**src/design/tsplat_pkg.sv**
```systemverilog
// ----------------------------------------------------------------------------
// tsplat_pkg
// Shared types and constants for the transport-stream PID arrival latency
// timer: phases, event codes, register indexes and inter-module structs.
// ----------------------------------------------------------------------------
`default_nettype none

package tsplat_pkg;

   localparam int PID_W = 13;
   localparam int CNT_W = 24;
   localparam int MEAS_W = 32;
   localparam int CSR_IDX_W = 2;

   localparam logic [7:0] SYNC_BYTE = 8'h47;
   localparam logic [CNT_W-1:0] CNT_MAX = {CNT_W{1'b1}};

   localparam logic [PID_W-1:0] WATCHED_PID_RST = 13'h0404;
   localparam logic [CNT_W-1:0] TIMEOUT_RST = 24'd20000;
   localparam logic [CNT_W-1:0] REARM_GAP_RST = 24'd1000;
   localparam logic [CNT_W-1:0] INIT_WAIT_RST = 24'd10000;

   typedef enum logic [1:0] {
      PH_WAIT = 2'd0,
      PH_OPEN = 2'd1,
      PH_GAP  = 2'd2
   } phase_type;

   typedef enum logic [1:0] {
      EV_NONE    = 2'd0,
      EV_HIT     = 2'd1,
      EV_TIMEOUT = 2'd2
   } event_type;

   typedef enum logic [CSR_IDX_W-1:0] {
      CSR_WATCHED_PID  = 2'd0,
      CSR_TIMEOUT      = 2'd1,
      CSR_REARM_GAP    = 2'd2,
      CSR_INITIAL_WAIT = 2'd3
   } csr_index_type;

   typedef enum logic {
      OP_BYTE = 1'b0,
      OP_TICK = 1'b1
   } opcode_type;

   typedef struct packed {
      logic             pid_valid;
      logic [PID_W-1:0] pid;
   } pid_info_type;

   typedef struct packed {
      logic              window_level;
      event_type         event_code;
      logic [CNT_W-1:0]  latency_ticks;
      logic [MEAS_W-1:0] measurement_number;
   } result_type;

endpackage

`default_nettype wire

```
**src/design/tsplat_sync_parser.sv**
```systemverilog
// ----------------------------------------------------------------------------
// tsplat_sync_parser
// Sync hunter and packet byte counter; flags the PID at packet byte 2.
// ----------------------------------------------------------------------------
`default_nettype none

module tsplat_sync_parser #(
   parameter int PACKET_BYTES = 188
) (
   input  wire logic                       clock,
   input  wire logic                       reset,
   input  wire logic                       byte_strobe,
   input  wire logic [7:0]                 stream_byte,
   output tsplat_pkg::pid_info_type        pid_info
);
   import tsplat_pkg::*;

   localparam logic [8:0] PKT_LEN = 9'(PACKET_BYTES);

   logic       in_packet_ff, in_packet_in;
   logic [7:0] pos_ff, pos_in;
   logic [4:0] pid_hi_ff, pid_hi_in;
   logic [8:0] pos_sum;

   assign pos_sum = {1'b0, pos_ff} + 9'd1;

   always_comb begin
      in_packet_in = in_packet_ff;
      pos_in       = pos_ff;
      pid_hi_in    = pid_hi_ff;
      if (byte_strobe) begin
         if (!in_packet_ff) begin
            if (stream_byte == SYNC_BYTE) begin
               in_packet_in = 1'b1;
               pos_in       = 8'd1;
            end
         end else begin
            if (pos_ff == 8'd1) begin
               pid_hi_in = stream_byte[4:0];
            end
            if (pos_sum >= PKT_LEN) begin
               in_packet_in = 1'b0;
               pos_in       = 8'd0;
            end else begin
               pos_in = pos_sum[7:0];
            end
         end
      end
   end

   assign pid_info.pid_valid = byte_strobe && in_packet_ff && (pos_ff == 8'd2);
   assign pid_info.pid       = {pid_hi_ff, stream_byte};

   always_ff @(posedge clock) begin
      if (reset) begin
         in_packet_ff <= 1'b0;
         pos_ff       <= 8'd0;
         pid_hi_ff    <= 5'd0;
      end else begin
         in_packet_ff <= in_packet_in;
         pos_ff       <= pos_in;
         pid_hi_ff    <= pid_hi_in;
      end
   end

   assert property (@(posedge clock) disable iff (reset)
      !in_packet_ff |-> pos_ff == 8'd0)
      else $error("position nonzero while hunting sync");

   assert property (@(posedge clock) disable iff (reset)
      in_packet_ff |-> ({1'b0, pos_ff} < PKT_LEN && pos_ff != 8'd0))
      else $error("position out of packet range");

   assert property (@(posedge clock) disable iff (reset)
      (byte_strobe && !in_packet_ff && stream_byte == SYNC_BYTE) |=>
         (in_packet_ff && pos_ff == 8'd1))
      else $error("sync byte did not start a packet");

endmodule

`default_nettype wire

```
**src/design/ts_pid_arrival_latency_timer_unit.sv**
```systemverilog
// ----------------------------------------------------------------------------
// ts_pid_arrival_latency_timer_unit
// Measures ticks from window arming to arrival of a watched transport-stream
// PID, with timeout, re-arm gap and initial wait.
//
//   channel | ports                              | direction
//   --------+------------------------------------+----------
//   req     | req_valid/stall, opcode, byte      | in
//   rsp     | rsp_valid/stall, level/event/...   | out
//   csr     | csr_write_enable/index/data        | in
//
// One item per cycle while req_stall is low; each item yields one result.
// The result register plus a skid register keep req open while rsp stalls;
// req_stall rises only when both are full.
// Synchronous reset clears timer phase, counters, parser and valid flags.
// ----------------------------------------------------------------------------
`default_nettype none

module ts_pid_arrival_latency_timer_unit #(
   parameter int PACKET_BYTES = 188
) (
   input  wire logic                               clock,
   input  wire logic                               reset,
   input  wire logic                               req_valid,
   output logic                                    req_stall,
   input  wire logic                               req_opcode,
   input  wire logic [7:0]                         req_stream_byte,
   output logic                                    rsp_valid,
   input  wire logic                               rsp_stall,
   output logic                                    rsp_window_level,
   output logic [1:0]                              rsp_event_code,
   output logic [tsplat_pkg::CNT_W-1:0]            rsp_latency_ticks,
   output logic [tsplat_pkg::MEAS_W-1:0]           rsp_measurement_number,
   input  wire logic                               csr_write_enable,
   input  wire logic [tsplat_pkg::CSR_IDX_W-1:0]   csr_index,
   input  wire logic [tsplat_pkg::CNT_W-1:0]       csr_write_data
);
   import tsplat_pkg::*;

   logic [PID_W-1:0]  watched_pid_ff;
   logic [CNT_W-1:0]  timeout_ff, gap_ff, init_wait_ff;

   phase_type         phase_ff, phase_in;
   logic [CNT_W-1:0]  cnt_ff, cnt_in, cnt_inc;
   logic [MEAS_W-1:0] meas_ff, meas_in;

   result_type        res;
   result_type        out_ff, out_in, skid_ff, skid_in;
   logic              out_valid_ff, out_valid_in, skid_valid_ff, skid_valid_in;

   logic              accept, take, is_tick, byte_strobe, hit;
   pid_info_type      pid_info;

   assign accept      = req_valid && !req_stall;
   assign take        = out_valid_ff && !rsp_stall;
   assign is_tick     = (req_opcode == OP_TICK);
   assign byte_strobe = accept && !is_tick;
   assign req_stall   = skid_valid_ff;

   tsplat_sync_parser #(
      .PACKET_BYTES(PACKET_BYTES)
   ) u_parser (
      .clock      (clock),
      .reset      (reset),
      .byte_strobe(byte_strobe),
      .stream_byte(req_stream_byte),
      .pid_info   (pid_info)
   );

   assign hit     = pid_info.pid_valid && (phase_ff == PH_OPEN)
                    && (pid_info.pid == watched_pid_ff);
   assign cnt_inc = (cnt_ff == CNT_MAX) ? cnt_ff : cnt_ff + 1'b1;

   always_ff @(posedge clock) begin
      if (reset) begin
         watched_pid_ff <= WATCHED_PID_RST;
         timeout_ff     <= TIMEOUT_RST;
         gap_ff         <= REARM_GAP_RST;
         init_wait_ff   <= INIT_WAIT_RST;
      end else if (csr_write_enable) begin
         unique case (csr_index_type'(csr_index))
            CSR_WATCHED_PID:  watched_pid_ff <= csr_write_data[PID_W-1:0];
            CSR_TIMEOUT:      timeout_ff     <= csr_write_data;
            CSR_REARM_GAP:    gap_ff         <= csr_write_data;
            CSR_INITIAL_WAIT: init_wait_ff   <= csr_write_data;
            default: ;
         endcase
      end
   end

   // next phase
   always_comb begin
      phase_in = phase_ff;
      if (accept) begin
         unique case (phase_ff)
            PH_WAIT: if (is_tick && cnt_inc >= init_wait_ff) phase_in = PH_OPEN;
            PH_OPEN: if ((is_tick && cnt_inc >= timeout_ff) || hit) phase_in = PH_GAP;
            PH_GAP:  if (is_tick && cnt_inc >= gap_ff) phase_in = PH_OPEN;
            default: phase_in = phase_ff;
         endcase
      end
   end

   // counters and result
   always_comb begin
      cnt_in  = cnt_ff;
      meas_in = meas_ff;
      res.event_code    = EV_NONE;
      res.latency_ticks = '0;
      if (accept) begin
         if (is_tick) begin
            cnt_in = cnt_inc;
            unique case (phase_ff)
               PH_OPEN: begin
                  if (phase_in == PH_GAP) begin
                     res.event_code = EV_TIMEOUT;
                     cnt_in         = '0;
                  end
               end
               PH_WAIT, PH_GAP: begin
                  if (phase_in == PH_OPEN) begin
                     cnt_in  = '0;
                     meas_in = meas_ff + 1'b1;
                  end
               end
               default: ;
            endcase
         end else if (hit) begin
            res.event_code    = EV_HIT;
            res.latency_ticks = cnt_ff;
            cnt_in            = '0;
         end
      end
      res.window_level       = (phase_in == PH_OPEN);
      res.measurement_number = meas_in;
   end

   always_ff @(posedge clock) begin
      if (reset) begin
         phase_ff <= PH_WAIT;
         cnt_ff   <= '0;
         meas_ff  <= '0;
      end else begin
         phase_ff <= phase_in;
         cnt_ff   <= cnt_in;
         meas_ff  <= meas_in;
      end
   end

   // result register with skid stage
   always_comb begin
      out_in        = out_ff;
      skid_in       = skid_ff;
      out_valid_in  = out_valid_ff;
      skid_valid_in = skid_valid_ff;
      if (skid_valid_ff) begin
         if (take) begin
            out_in        = skid_ff;
            skid_valid_in = 1'b0;
         end
      end else if (accept) begin
         if (out_valid_ff && !take) begin
            skid_in       = res;
            skid_valid_in = 1'b1;
         end else begin
            out_in       = res;
            out_valid_in = 1'b1;
         end
      end else if (take) begin
         out_valid_in = 1'b0;
      end
   end

   always_ff @(posedge clock) begin
      if (reset) begin
         out_valid_ff  <= 1'b0;
         skid_valid_ff <= 1'b0;
      end else begin
         out_valid_ff  <= out_valid_in;
         skid_valid_ff <= skid_valid_in;
      end
      out_ff  <= out_in;
      skid_ff <= skid_in;
   end

   assign rsp_valid              = out_valid_ff;
   assign rsp_window_level       = out_ff.window_level;
   assign rsp_event_code         = out_ff.event_code;
   assign rsp_latency_ticks      = out_ff.latency_ticks;
   assign rsp_measurement_number = out_ff.measurement_number;

   assert property (@(posedge clock) disable iff (reset)
      skid_valid_ff |-> out_valid_ff)
      else $error("skid holds a result while output register is empty");

   assert property (@(posedge clock) disable iff (reset)
      (accept && res.event_code != EV_NONE) |=> (phase_ff == PH_GAP && cnt_ff == '0))
      else $error("window end did not enter gap with cleared count");

   assert property (@(posedge clock) disable iff (reset)
      (accept && phase_ff != PH_OPEN && phase_in == PH_OPEN) |=> cnt_ff == '0)
      else $error("arming did not clear tick count");

   assert property (@(posedge clock)
      (!reset && !$past(reset)) |->
         (meas_ff == $past(meas_ff) || meas_ff == $past(meas_ff) + 1'b1))
      else $error("measurement count moved by more than one");

endmodule

`default_nettype wire
```
**config.mk**
```make
export PLATFORM = sky130hd
export DESIGN_NAME = ts_pid_arrival_latency_timer_unit
export DESIGN_NICKNAME = d
export VERILOG_FILES = /design/src/design/tsplat_pkg.sv /design/src/design/tsplat_sync_parser.sv /design/src/design/ts_pid_arrival_latency_timer_unit.sv
export SDC_FILE = /design/constraint.sdc
export NUM_CORES = 1
export LEC_CHECK = 0
export ABC_AREA = 1
export BUFFER_PORTS_ARGS = -buffer_cell sky130_fd_sc_hd__buf_4
export CAP_MARGIN = 15
export CORE_UTILIZATION = 40
export CTS_CLUSTER_SIZE = 24
export DETAILED_ROUTE_END_ITERATION = 8
export PLACE_DENSITY = 0.66
export SLEW_MARGIN = 5
export SYNTH_ARGS = -nofsm -noshare
export SYNTH_HDL_FRONTEND = slang
export SYNTH_SLANG_ARGS = --single-unit
```
**constraint.sdc**
```tcl
create_clock -name clock -period 6.1 [get_ports clock]
set_clock_uncertainty 0.05 [all_clocks]
set_input_delay 0.305 -clock clock [delete_from_list [all_inputs] [get_ports clock]]
set_output_delay 0.305 -clock clock [all_outputs]
set_load 0.05 [all_outputs]
```
Word level (Yosys, flattened, before mapping) --
Cells that the tools add are included.
Storage, ports and cells: register bits 277, input port bits 40, output and inout bits 61, word-level logic and storage cells 113
Operators by class: $add $sub $neg 3, $lt $le $gt $ge 4, equality and inequality tests 15, muxes and demuxes 37, bitwise operators 1, reductions and logical operators 33
Operators with widths (count):
- two-way mux 59 bit | 4
- two-way mux 24 bit | 6
- two-way mux 32 bit | 4
- >= comparator 24 bit | 3
- case mux 24 bit (2 select lines) | 1
- adder 32 x 1 -> 32 bit (second input constant) | 1
- two-way mux 25 bit | 1
- adder 24 x 1 -> 24 bit (second input constant) | 1
- == test 24 bit (second input constant) | 1
- two-way mux 8 bit | 3
- two-way mux 2 bit | 7
- == test 13 bit | 1
- AND reduction 2 bit | 6
- AND reduction 3 bit | 4
- logical AND 1 bit | 11
- two-way mux 1 bit | 10
- adder 8 x 1 -> 9 bit (second input constant) | 1
- >= comparator 9 x 8 -> 1 bit (second input constant) | 1
- == test 2 bit (second input constant) | 4
- == test 8 x 1 -> 1 bit (second input constant) | 1
- == test 8 x 2 -> 1 bit (second input constant) | 1
- == test 8 x 7 -> 1 bit (second input constant) | 1
- nonzero test 2 bit | 4
- == test 2 x 1 -> 1 bit (second input constant) | 3
- 8 further kinds | 13

Logic depth before layout (Yosys ltp) --
Gate-level depths: netlist of run 1.
depth in word-level cells 19, gate-level depth with buffers 33, depth with buffers taken out 32

By module --
Synthesis of run 1 repeated with hierarchy kept, for this count alone.
Second synthesis, totals: cell total of the unflattened synthesis 1796, area, all modules 14325.0 µm²
By module, submodules not included:
- ts_pid_arrival_latency_timer_unit | times used 1, cells each 1667, area an instance 13465.4 µm², sequential area each 6446.2 µm²
- tsplat_sync_parser | times used 1, cells each 129, area an instance 859.6 µm², sequential area each 280.3 µm²

Worst setup path after synthesis of run 1 --
No wires, ideal clock.
path type register -> register, start reg skid_valid_ff (netlist: req_stall), end reg out_ff, in the netlist rsp_event_code[0], enable pin, library setup time 0.495 ns, arrival 4.154 ns, required time 5.555 ns, path slack 1.400 ns, stages on the path, launching flop included 5, buffers on the path 2, clock period less this slack 4.700 ns, path through dfxtp_1 > buf_2 > clkbuf_1 > a21oi_1 > a21oi_1
On the way: word-level cells in the longest chain between the ends 4, elaborated cells between the ends (all ways) 6, those cells by class 2 x eq/ne; 4 x reduce/logical
Ends and longest elaborated chain:
- start, declared | RTL line ts_pid_arrival_latency_timer_unit.sv:49 | logic out_valid_ff, out_valid_in, skid_valid_ff, skid_valid_in;
- start signal, assigned | RTL line ts_pid_arrival_latency_timer_unit.sv:180 | skid_valid_ff <= skid_valid_in;
- zero test 1 bit | RTL line ts_pid_arrival_latency_timer_unit.sv:54 | assign accept = req_valid && !req_stall;
- logical AND 1 bit | RTL line ts_pid_arrival_latency_timer_unit.sv:54
- nonzero test 2 bit (no source line)
- AND reduction 3 bit (no source line) (*)
- end signal, assigned | RTL line ts_pid_arrival_latency_timer_unit.sv:182 | out_ff <= out_in;
- end, declared | RTL line ts_pid_arrival_latency_timer_unit.sv:48 | result_type out_ff, out_in, skid_ff, skid_in;
Every way passes the cells marked *; elsewhere a longest branch is shown, timed or not. A chain may end at the register's enable or synchronous reset.

==> impl_results.html, run 1 <==
<table>
<tr><th>Metric</th><th>Value</th></tr>
<tr><th colspan="2">Finish</th></tr>
<tr><td>Post-route cell area</td><td>16400 um2</td></tr>
<tr><td>Fraction of layout instances using a drive strength above 1</td><td>9.48%</td></tr>
<tr><td>Number of nets in the final layout</td><td>1970</td></tr>
<tr><td>Filler Cells Inserted</td><td>3328</td></tr>
<tr><td>Cell Count, Final, Fillers Out</td><td>2333</td></tr>
<tr><td>Area Growth Syn to Fin</td><td>17.3%</td></tr>
<tr><th colspan="2">GRT</th></tr>
<tr><td>Maximum number of pins on one net before global-route repair</td><td>95</td></tr>
<tr><td>Antenna violations before repair</td><td>1</td></tr>
<tr><td>Number of global-route vias before repair</td><td>10811</td></tr>
<tr><td>Global routing usage summed across all routing layers</td><td>19.8%</td></tr>
<tr><td>Global-route wire length before repair</td><td>57100 um</td></tr>
<tr><td>Global-route congestion overflow total</td><td>0</td></tr>
<tr><th colspan="2">Synthesis</th></tr>
<tr><td>Number of distinct library cells after synthesis</td><td>41</td></tr>
<tr><td>Syn Inst Count</td><td>1749</td></tr>
<tr><td>Synth Register Bits</td><td>277</td></tr>
<tr><td>Number of warnings printed during yosys synthesis</td><td>0</td></tr>
<tr><td>Area of the mapped netlist</td><td>14000 um2</td></tr>
<tr><td>Sequential-to-total area share from yosys stat</td><td>48.2%</td></tr>
<tr><td>Dominant synthesized flop cell</td><td>sky130_fd_sc_hd__dfxtp_1</td></tr>
<tr><td>Post-synth net total</td><td>1866</td></tr>
<tr><td>Asr flop ratio synth</td><td>0%</td></tr>
<tr><td>Number of enable-type register cells in the synthesized netlist</td><td>118</td></tr>
<tr><td>Post-synthesis average cell area</td><td>7.98 um2</td></tr>
<tr><th colspan="2">Pwr</th></tr>
<tr><td>Largest voltage drop on the vdd net</td><td>0.226 mV</td></tr>
<tr><td>Standby leakage power</td><td>7.07 nW</td></tr>
<tr><td>Power per standard cell area</td><td>260 nW/um2</td></tr>
<tr><th colspan="2">Floorplan</th></tr>
<tr><td># IOs</td><td>101</td></tr>
<tr><td>Initial core utilization</td><td>40.5%</td></tr>
<tr><td>Die height</td><td>189 um</td></tr>
<tr><td>Chip Width</td><td>189 um</td></tr>
<tr><td>Die outline area</td><td>35600 um2</td></tr>
<tr><td>Placeable Area</td><td>34500 um2</td></tr>
<tr><td>Number of rows in the core area</td><td>68</td></tr>
<tr><th colspan="2">Run status</th></tr>
<tr><td>Result of the run</td><td>completed</td></tr>
<tr><th colspan="2">Clock tree</th></tr>
<tr><td>Number of H-tree levels</td><td>1</td></tr>
<tr><td>Number of buffers on the longest clock path</td><td>3</td></tr>
<tr><td>Number of clock buffers inserted by TritonCTS</td><td>30</td></tr>
<tr><td>CTS sink count</td><td>277</td></tr>
<tr><td>Post-cts resize count</td><td>0</td></tr>
<tr><td>Insertion delay of the later-clocked pin in the worst-skew pair</td><td>560 ps</td></tr>
<tr><td>TritonCTS clock tree</td><td>done</td></tr>
<tr><td>Clk slew on worst S/H paths</td><td>60 ps</td></tr>
<tr><td>Buffer type at the clock tree root</td><td>sky130_fd_sc_hd__clkbuf_16</td></tr>
<tr><th colspan="2">Drt</th></tr>
<tr><td># DRC</td><td>0</td></tr>
<tr><td>Number of DRC markers in iteration 0</td><td>768</td></tr>
<tr><td>Via Count</td><td>11654</td></tr>
<tr><td>Average routed wire per standard cell</td><td>15.3 um</td></tr>
<tr><td>Number of detailed-route iterations in the first pass</td><td>5</td></tr>
<tr><td>Per-cell via count in the routed design</td><td>5.00</td></tr>
<tr><td>Number of antenna-violating nets in the routed design</td><td>0</td></tr>
<tr><td>Routed Wire Length</td><td>35600 um</td></tr>
<tr><th colspan="2">Job</th></tr>
<tr><td>Max capacitance violation total</td><td>0</td></tr>
<tr><th colspan="2">Timing</th></tr>
<tr><td>Final Cycle Share</td><td>83.0%</td></tr>
<tr><td>Setup slack of the critical path after layout</td><td>1040 ps</td></tr>
<tr><td>Final Hold Slack</td><td>16.1 ps</td></tr>
<tr><td>Actual slew at the worst max-slew pin</td><td>1070 ps</td></tr>
<tr><td>Final Critical Period</td><td>5060 ps</td></tr>
<tr><td>Max-slew violations</td><td>0</td></tr>
<tr><td>Unrepaired setup endpoints after global routing</td><td>no</td></tr>
<tr><td>Total negative slack for setup checks</td><td>0 ps</td></tr>
<tr><td>Maximum operating frequency</td><td>0.197 GHz</td></tr>
<tr><td>Relative slew slack</td><td>28.3%</td></tr>
<tr><td>Final number of hold-violating endpoints</td><td>0</td></tr>
<tr><td>Setup violators final</td><td>0</td></tr>
<tr><th colspan="2">Place</th></tr>
<tr><td>Port-buffer cells</td><td>100</td></tr>
<tr><td># placed instances</td><td>2253</td></tr>
<tr><td>DP HPWL</td><td>25600 um</td></tr>
<tr><td>Pre-CTS setup slack</td><td>1020 ps</td></tr>
<tr><td>DP Area</td><td>15100 um2</td></tr>
<tr><td>Placer's final routability congestion estimate</td><td>0.946</td></tr>
<tr><th colspan="2">Critical path</th></tr>
<tr><td>Critical Path RT</td><td>6350 ps</td></tr>
<tr><td>Crit. End Element</td><td>register</td></tr>
<tr><td>Critical Path AT</td><td>5320 ps</td></tr>
<tr><td>Critical Setup Path Class</td><td>reg2reg</td></tr>
<tr><td>Largest fanout on the critical path</td><td>21</td></tr>
<tr><td>Reg2Reg Depth</td><td>27</td></tr>
<tr><td>Startpoint type of the worst setup path</td><td>register</td></tr>
<tr><th colspan="2">Hold path</th></tr>
<tr><td>Worst hold path type</td><td>in2reg</td></tr>
<tr><td>WHS Path Cells</td><td>3</td></tr>
</table>
==> registers in the layout, summed over array words and instances (netlist names) <==
register,count
meas_ff,32
rsp_measurement_number,32
rsp_latency_ticks,24
gap_ff,24
req_stall,1
timeout_ff,24
phase_ff,2
u_parser.in_packet_ff,1
rsp_window_level,1
u_parser.pos_ff,8
skid_ff,59
cnt_ff,24
rsp_valid,1
init_wait_ff,24
u_parser.pid_hi_ff,5
watched_pid_ff,13
rsp_event_code,2
==> worst max-delay path, cell delays in order, from the launching register on <==
cell                      delay [ps]
sky130_fd_sc_hd__dfxtp_1         410
sky130_fd_sc_hd__ha_1            170
sky130_fd_sc_hd__inv_1            50
sky130_fd_sc_hd__nor2_1          200
sky130_fd_sc_hd__nand2_1         140
sky130_fd_sc_hd__inv_1            90
sky130_fd_sc_hd__nand4_1         150
sky130_fd_sc_hd__nor2_4          260
sky130_fd_sc_hd__nor2_1          120
sky130_fd_sc_hd__nand3_1         120
sky130_fd_sc_hd__nor2_1           70
sky130_fd_sc_hd__nand2_1          90
sky130_fd_sc_hd__xor2_1          380
sky130_fd_sc_hd__ha_1            330
sky130_fd_sc_hd__a21oi_1         120
sky130_fd_sc_hd__o21ai_0          90
sky130_fd_sc_hd__nand2_1          70
sky130_fd_sc_hd__nand2_1          80
sky130_fd_sc_hd__a21oi_1         120
sky130_fd_sc_hd__nand3_1         190
sky130_fd_sc_hd__nand2_2         210
sky130_fd_sc_hd__nand2_4          90
sky130_fd_sc_hd__inv_2           300
sky130_fd_sc_hd__nand2_2         230
sky130_fd_sc_hd__nor2_1          330
sky130_fd_sc_hd__nand3_1         150
sky130_fd_sc_hd__nand3_1         100
sky130_fd_sc_hd__nand2_1          70
==> final timing paths <==
kind / start / endpoint / slack (ps)
max: cnt_ff[1]$_SDFFE_PP0P_ / rsp_measurement_number[19]$_DFFE_PP_ / 1040
max reg2reg: cnt_ff[1]$_SDFFE_PP0P_ / rsp_measurement_number[19]$_DFFE_PP_ / 1040
min: csr_write_data[16] / init_wait_ff[16]$_SDFFE_PP0P_ / 20
min reg2reg: init_wait_ff[19]$_SDFFE_PP0P_ / init_wait_ff[19]$_SDFFE_PP0P_ / 410
==> per-layer routing <==
| layer | GRT usage (%) | share of wire, % | up-vias |
|---|---|---|---|
| li1 | - | - | 5994 |
| met1 | 28.1 | 48 | 5306 |
| met2 | 30.4 | 43 | 292 |
| met3 | 3.24 | 5.6 | 62 |
| met4 | 6.67 | 3.0 | 0 |
| met5 | 0 | 0 | - |
==> cells in the mapped netlist (4+ instances only) <==
cell type                  count  area (um2)
sky130_fd_sc_hd__a21oi_1     152         761
sky130_fd_sc_hd__buf_2        10        50.1
sky130_fd_sc_hd__clkbuf_1     48         180
sky130_fd_sc_hd__clkinv_1      4        15.0
sky130_fd_sc_hd__dfxtp_1     159        3180
sky130_fd_sc_hd__edfxtp_1    118        3540
sky130_fd_sc_hd__ha_1         77         963
sky130_fd_sc_hd__inv_1       217         815
sky130_fd_sc_hd__nand2_1     429        1610
sky130_fd_sc_hd__nand2_2       4        25.0
sky130_fd_sc_hd__nand3_1      79         395
sky130_fd_sc_hd__nand3b_1      5        37.5
sky130_fd_sc_hd__nand4_1      45         282
sky130_fd_sc_hd__nor2_1      152         571
sky130_fd_sc_hd__nor3_1       30         150
sky130_fd_sc_hd__nor4_1       13        81.3
sky130_fd_sc_hd__o211ai_1     11        82.6
sky130_fd_sc_hd__o21ai_0     125         626
sky130_fd_sc_hd__xnor2_1      10        87.6
sky130_fd_sc_hd__xor2_1       29         254
==> cell type report <==
class                      count  area [um2]  area share [%]
clock buffer                  40         823            5.03
sequential                   277        6730            41.1
timing repair buffer         134        1060            6.49
clock inverter                16         198            1.21
inverter                     224         841            5.13
tap                          455         569            3.48
multi-input combinational   1186        6150            37.6
antenna                        1        2.50          0.0153
==> power breakdown <==
part | internal (mW) | switching [mW] | leakage (nW)
Sequential | 1.99 | 0.0200 | 2.48
Combinational | 0.112 | 0.261 | 4.10
Clock | 1.12 | 0.758 | 0.493
==> cells by family after synthesis <==
| group | after synthesis | share of synthesized area, % |
|---|---|---|
| and+or+nand+nor | 767 | 23.2 |
| AOI/OAI and AO/OA | 302 | 11.3 |
| buffers and inverters | 286 | 7.89 |
| DFF | 277 | 48.2 |
| adders and majority gates | 77 | 6.90 |
| xor gates and xnor gates | 39 | 2.45 |
| muxes | 1 | 0.0717 |
==> placed cells by master, fill, tap and decap left out, types with 2 or more instances in the layout <==
cell type                       instances
sky130_fd_sc_hd__nand2_1              429
sky130_fd_sc_hd__dfxtp_1              158
sky130_fd_sc_hd__o21a_1                 2
sky130_fd_sc_hd__inv_2                  4
sky130_fd_sc_hd__nand3_1               78
sky130_fd_sc_hd__a21o_1                 2
sky130_fd_sc_hd__dlygate4sd3_1         23
sky130_fd_sc_hd__a21oi_1              151
sky130_fd_sc_hd__o21ai_0              125
sky130_fd_sc_hd__nor2_1               151
sky130_fd_sc_hd__ha_1                  77
sky130_fd_sc_hd__clkinv_1               5
sky130_fd_sc_hd__clkinvlp_4             3
sky130_fd_sc_hd__nor3_1                30
sky130_fd_sc_hd__nor3b_1                2
sky130_fd_sc_hd__xnor2_1               10
sky130_fd_sc_hd__clkbuf_16             31
sky130_fd_sc_hd__nand2_2                4
sky130_fd_sc_hd__o21ai_1                3
sky130_fd_sc_hd__edfxtp_1             118
sky130_fd_sc_hd__nand3b_1               5
sky130_fd_sc_hd__clkinv_4               3
sky130_fd_sc_hd__bufinv_16              4
sky130_fd_sc_hd__a21oi_4                2
sky130_fd_sc_hd__o2111ai_1              2
sky130_fd_sc_hd__clkbuf_1               7
sky130_fd_sc_hd__clkinv_2               5
sky130_fd_sc_hd__nand4_1               45
sky130_fd_sc_hd__nor4_1                13
sky130_fd_sc_hd__nor2_4                 4
sky130_fd_sc_hd__inv_1                216
sky130_fd_sc_hd__xor2_1                29
sky130_fd_sc_hd__buf_4                111
sky130_fd_sc_hd__o211ai_1              11
==> per-stage QoR <==
step,util [%],power (mW)
finish,47.5,4.26
global route,47.5,4.41
CTS,47.5,4.30
detailed placement,43.9,2.41
global placement,43.9,2.41
floorplan,-,2.29
==> what timing repair did <==
action,in CTS,in global routing
hold buffers,23,0
hold endpoints to repair,44,0
buffers inserted,0,0
Note: power is estimated with default switching activity, not from simulation.
==> inputs of run 2 (changes only) <==
Clock period 6.1 ns to 4.69 ns, I/O delays scaled along.
==> impl_results.html, run 2 (synthesized netlist as in run 1, its figures left out) <==
<table>
<tr><th>Metric</th><th>Value</th></tr>
<tr><th colspan="2">Run status</th></tr>
<tr><td>Result of the run</td><td>completed</td></tr>
<tr><th colspan="2">Pwr</th></tr>
<tr><td>Power per standard cell area</td><td>340 nW/um2 (+31%)</td></tr>
<tr><td>Standby leakage power</td><td>7.29 nW (+3.0%)</td></tr>
<tr><td>Overall power</td><td>5.70 mW (+34%)</td></tr>
<tr><td>Largest voltage drop on the vdd net</td><td>0.287 mV (+27%)</td></tr>
<tr><th colspan="2">Finish</th></tr>
<tr><td>Multi-input gate area</td><td>6230 um2 (+1.2%)</td></tr>
<tr><td>Number of nets in the final layout</td><td>2001 (+1.6%)</td></tr>
<tr><td>Max FFs per register</td><td>59 (unchanged)</td></tr>
<tr><td>Most common cell after layout, fill and taps aside</td><td>sky130_fd_sc_hd__nand2_1</td></tr>
<tr><td>Post-route cell area</td><td>16800 um2 (+2.4%)</td></tr>
<tr><td>Filler Cells Inserted</td><td>3218 (-3.3%)</td></tr>
<tr><td>Most frequent cells in the layout</td><td>sky130_fd_sc_hd__nand2_1, sky130_fd_sc_hd__inv_1, sky130_fd_sc_hd__dfxtp_1</td></tr>
<tr><td>Cell Count, Final, Fillers Out</td><td>2363 (+1.3%)</td></tr>
<tr><td>Fraction of layout instances using a drive strength above 1</td><td>11.4% (+1.9 points)</td></tr>
<tr><td>Register area</td><td>6730 um2 (unchanged)</td></tr>
<tr><td>Antenna diode count</td><td>0 (-1)</td></tr>
<tr><td>Post-layout utilization of the core</td><td>48.7% (+1.2 points)</td></tr>
<tr><td>Area Growth Syn to Fin</td><td>20.2%</td></tr>
<tr><td>Largest Register</td><td>skid_ff</td></tr>
<tr><th colspan="2">Hold path</th></tr>
<tr><td>WHS Path Cells</td><td>4 (+1)</td></tr>
<tr><td>Worst hold path type</td><td>in2reg</td></tr>
<tr><td>Hold endpoint</td><td>watched_pid_ff[10]$_SDFFE_PP1P_</td></tr>
<tr><td>Hold_sp</td><td>csr_index[0]</td></tr>
<tr><th colspan="2">Drt</th></tr>
<tr><td>Per-cell via count in the routed design</td><td>5.05 (+1.2%)</td></tr>
<tr><td>Routed Wire Length</td><td>36200 um (+1.8%)</td></tr>
<tr><td>Number of detailed-route iterations in the first pass</td><td>5 (unchanged)</td></tr>
<tr><td>Average routed wire per standard cell</td><td>15.3 um (+0.51%)</td></tr>
<tr><td>Via Count</td><td>11940 (+2.5%)</td></tr>
<tr><td>Number of DRC markers in iteration 0</td><td>806 (+4.9%)</td></tr>
<tr><td>Number of antenna-violating nets in the routed design</td><td>0 (unchanged)</td></tr>
<tr><td># DRC</td><td>0 (unchanged)</td></tr>
<tr><th colspan="2">Critical path</th></tr>
<tr><td>Reg2Reg Depth</td><td>26 (-3.7%)</td></tr>
<tr><td>Startpoint of the worst setup timing path</td><td>cnt_ff[1]$_SDFFE_PP0P_</td></tr>
<tr><td>Setup slack of the most critical reg-to-reg path</td><td>340 ps (-700 ps)</td></tr>
<tr><td>Critical Path RT</td><td>4940 ps (-1410 ps)</td></tr>
<tr><td>Crit. End Element</td><td>register</td></tr>
<tr><td>Endpoint of the most critical register-to-register path</td><td>rsp_measurement_number[21]$_DFFE_PP_</td></tr>
<tr><td>Worst r2r src</td><td>cnt_ff[1]$_SDFFE_PP0P_</td></tr>
<tr><td>Startpoint type of the worst setup path</td><td>register</td></tr>
<tr><td>Largest fanout on the critical path</td><td>16 (-24%)</td></tr>
<tr><td>Critical Setup Path Class</td><td>reg2reg</td></tr>
<tr><td>Critical Path AT</td><td>4600 ps (-720 ps)</td></tr>
<tr><th colspan="2">Place</th></tr>
<tr><td>Pre-CTS setup slack</td><td>173 ps (-851 ps)</td></tr>
<tr><td>DP HPWL</td><td>25700 um (+0.13%)</td></tr>
<tr><td>Placer's final routability congestion estimate</td><td>0.940 (-0.61%)</td></tr>
<tr><td>DP Area</td><td>15300 um2 (+1.1%)</td></tr>
<tr><td>Port-buffer cells</td><td>100 (unchanged)</td></tr>
<tr><td># placed instances</td><td>2275 (+0.98%)</td></tr>
<tr><th colspan="2">Clock tree</th></tr>
<tr><td>Number of H-tree levels</td><td>1 (unchanged)</td></tr>
<tr><td>Insertion delay of the later-clocked pin in the worst-skew pair</td><td>580 ps (+20 ps)</td></tr>
<tr><td>CTS sink count</td><td>277 (unchanged)</td></tr>
<tr><td>TritonCTS clock tree</td><td>done</td></tr>
<tr><td>Buffer type at the clock tree root</td><td>sky130_fd_sc_hd__clkbuf_16</td></tr>
<tr><td>Number of buffers on the longest clock path</td><td>3 (unchanged)</td></tr>
<tr><td>Clk slew on worst S/H paths</td><td>60 ps (about the same)</td></tr>
<tr><td>Number of clock buffers inserted by TritonCTS</td><td>30 (unchanged)</td></tr>
<tr><th colspan="2">Timing</th></tr>
<tr><td>Max-slew violations</td><td>0 (unchanged)</td></tr>
<tr><td>Final Cycle Share</td><td>92.8% (+9.8 points)</td></tr>
<tr><td>Total negative slack for setup checks</td><td>0 ps (unchanged)</td></tr>
<tr><td>Final Critical Period</td><td>4350 ps (-712 ps)</td></tr>
<tr><td>Unrepaired setup endpoints after global routing</td><td>no</td></tr>
<tr><td>Setup violators final</td><td>0 (unchanged)</td></tr>
<tr><td>Final number of hold-violating endpoints</td><td>0 (unchanged)</td></tr>
<tr><td>Actual slew at the worst max-slew pin</td><td>1050 ps (-23.4 ps)</td></tr>
<tr><td>Relative slew slack</td><td>29.8% (+1.5 points)</td></tr>
<tr><td>Maximum operating frequency</td><td>0.230 GHz (+16%)</td></tr>
<tr><td>Setup slack of the critical path after layout</td><td>337 ps (-698 ps)</td></tr>
<tr><td>Final Hold Slack</td><td>33.6 ps (+17.4 ps)</td></tr>
<tr><th colspan="2">GRT</th></tr>
<tr><td>Global routing usage summed across all routing layers</td><td>20.0% (+0.19 points)</td></tr>
<tr><td>Global-route congestion overflow total</td><td>0 (unchanged)</td></tr>
<tr><td>Global-route wire length before repair</td><td>57600 um (+0.97%)</td></tr>
<tr><td>Number of global-route vias before repair</td><td>11124 (+2.9%)</td></tr>
<tr><td>Antenna violations before repair</td><td>0 (-1)</td></tr>
<tr><td>Maximum number of pins on one net before global-route repair</td><td>67 (-29%)</td></tr>
<tr><th colspan="2">Floorplan</th></tr>
<tr><td>Die height</td><td>189 um (unchanged)</td></tr>
<tr><td>Placeable Area</td><td>34500 um2 (unchanged)</td></tr>
<tr><td>Number of rows in the core area</td><td>68 (unchanged)</td></tr>
<tr><td>Chip Width</td><td>189 um (unchanged)</td></tr>
<tr><td># IOs</td><td>101 (unchanged)</td></tr>
<tr><td>Initial core utilization</td><td>40.5% (unchanged)</td></tr>
<tr><td>Die outline area</td><td>35600 um2 (unchanged)</td></tr>
<tr><th colspan="2">Job</th></tr>
<tr><td>Max capacitance violation total</td><td>0 (unchanged)</td></tr>
</table>
-- run 2: changes by cell type in the layout (fill, tap and decap cells not counted), sizes merged --
| cell | change |
|---|---|
| buf | +23 |
| clkbuf | -3 |
| bufinv | +2 |
| clkinvlp | -1 |
| diode | -1 |
| clkinv | +1 |
| dlygate4sd3 | +8 |
| inv | +1 |
-- run 2: how the worst max path moves through the flow --
stage / to / slack [ps] / depth (start not counted)
2_1_floorplan: skid_ff[0]$_DFFE_PP_ / 750 / 4
3_3_place_gp: rsp_measurement_number[2]$_DFFE_PP_ / 290 / 28
3_5_place_dp: rsp_measurement_number[2]$_DFFE_PP_ / 170 / 28
4_1_cts: rsp_measurement_number[2]$_DFFE_PP_ / 110 / 28
5_1_grt: rsp_measurement_number[2]$_DFFE_PP_ / 8 / 28
6_report: rsp_measurement_number[21]$_DFFE_PP_ / 340 / 26
-- run 2: timing repair --
item                       in CTS  in global routing
hold buffers                   31                  0
buffers inserted                0                  1
hold endpoints to repair       91                  0
setup endpoints to repair       0                121
gates resized for setup         0                 13
-- run 2: cell type report --
cell class                      instances  share of cell area (%)
Sequential cell                       277                    40.1
Multi-Input combinational cell       1186                    37.1
Timing Repair Buffer                  165                    7.85
Inverter                              224                    5.01
Clock buffer                           37                    4.87
Tap cell                              455                    3.39
Clock inverter                         19                    1.66
-- run 2: report_power, final --
group          leakage [nW]  internal, mW  switching [mW]
clock network         0.534          1.57            1.01
logic                  4.27         0.152           0.341
registers              2.48          2.59          0.0291
total                  7.29          4.31            1.38
-- run 2: layer usage --
metal  vias to the layer above  wire length (um)  track usage [%]
li1                       6049                 -                -
met2                       341             16000             31.5
met5                         -                 0                0
met3                        60              2030             2.59
met1                      5490             17300             28.2
met4                         0               917             6.42
-- run 2: worst max-delay path, stage by stage, from the launching register on --
cell                      delay (ps)
sky130_fd_sc_hd__dfxtp_1         400
sky130_fd_sc_hd__ha_1            180
sky130_fd_sc_hd__inv_1            60
sky130_fd_sc_hd__nor2_1          190
sky130_fd_sc_hd__nand2_1         130
sky130_fd_sc_hd__inv_1            90
sky130_fd_sc_hd__nand4_1         160
sky130_fd_sc_hd__nor2_4          160
sky130_fd_sc_hd__nor2_2           70
sky130_fd_sc_hd__nand2_1          70
sky130_fd_sc_hd__xor2_1          430
sky130_fd_sc_hd__ha_1            350
sky130_fd_sc_hd__a21oi_1         170
sky130_fd_sc_hd__o21ai_0         120
sky130_fd_sc_hd__nand2_1          80
sky130_fd_sc_hd__nand3_1         130
sky130_fd_sc_hd__a21oi_1         190
sky130_fd_sc_hd__nand2_1          80
sky130_fd_sc_hd__nand2_1         150
sky130_fd_sc_hd__nand2_1         130
sky130_fd_sc_hd__buf_4           230
sky130_fd_sc_hd__nand3_1         100
sky130_fd_sc_hd__nand2_1          60
sky130_fd_sc_hd__nand2_1          70
sky130_fd_sc_hd__nand2_1          80
sky130_fd_sc_hd__nand2_1          70
sky130_fd_sc_hd__nand2_1          70
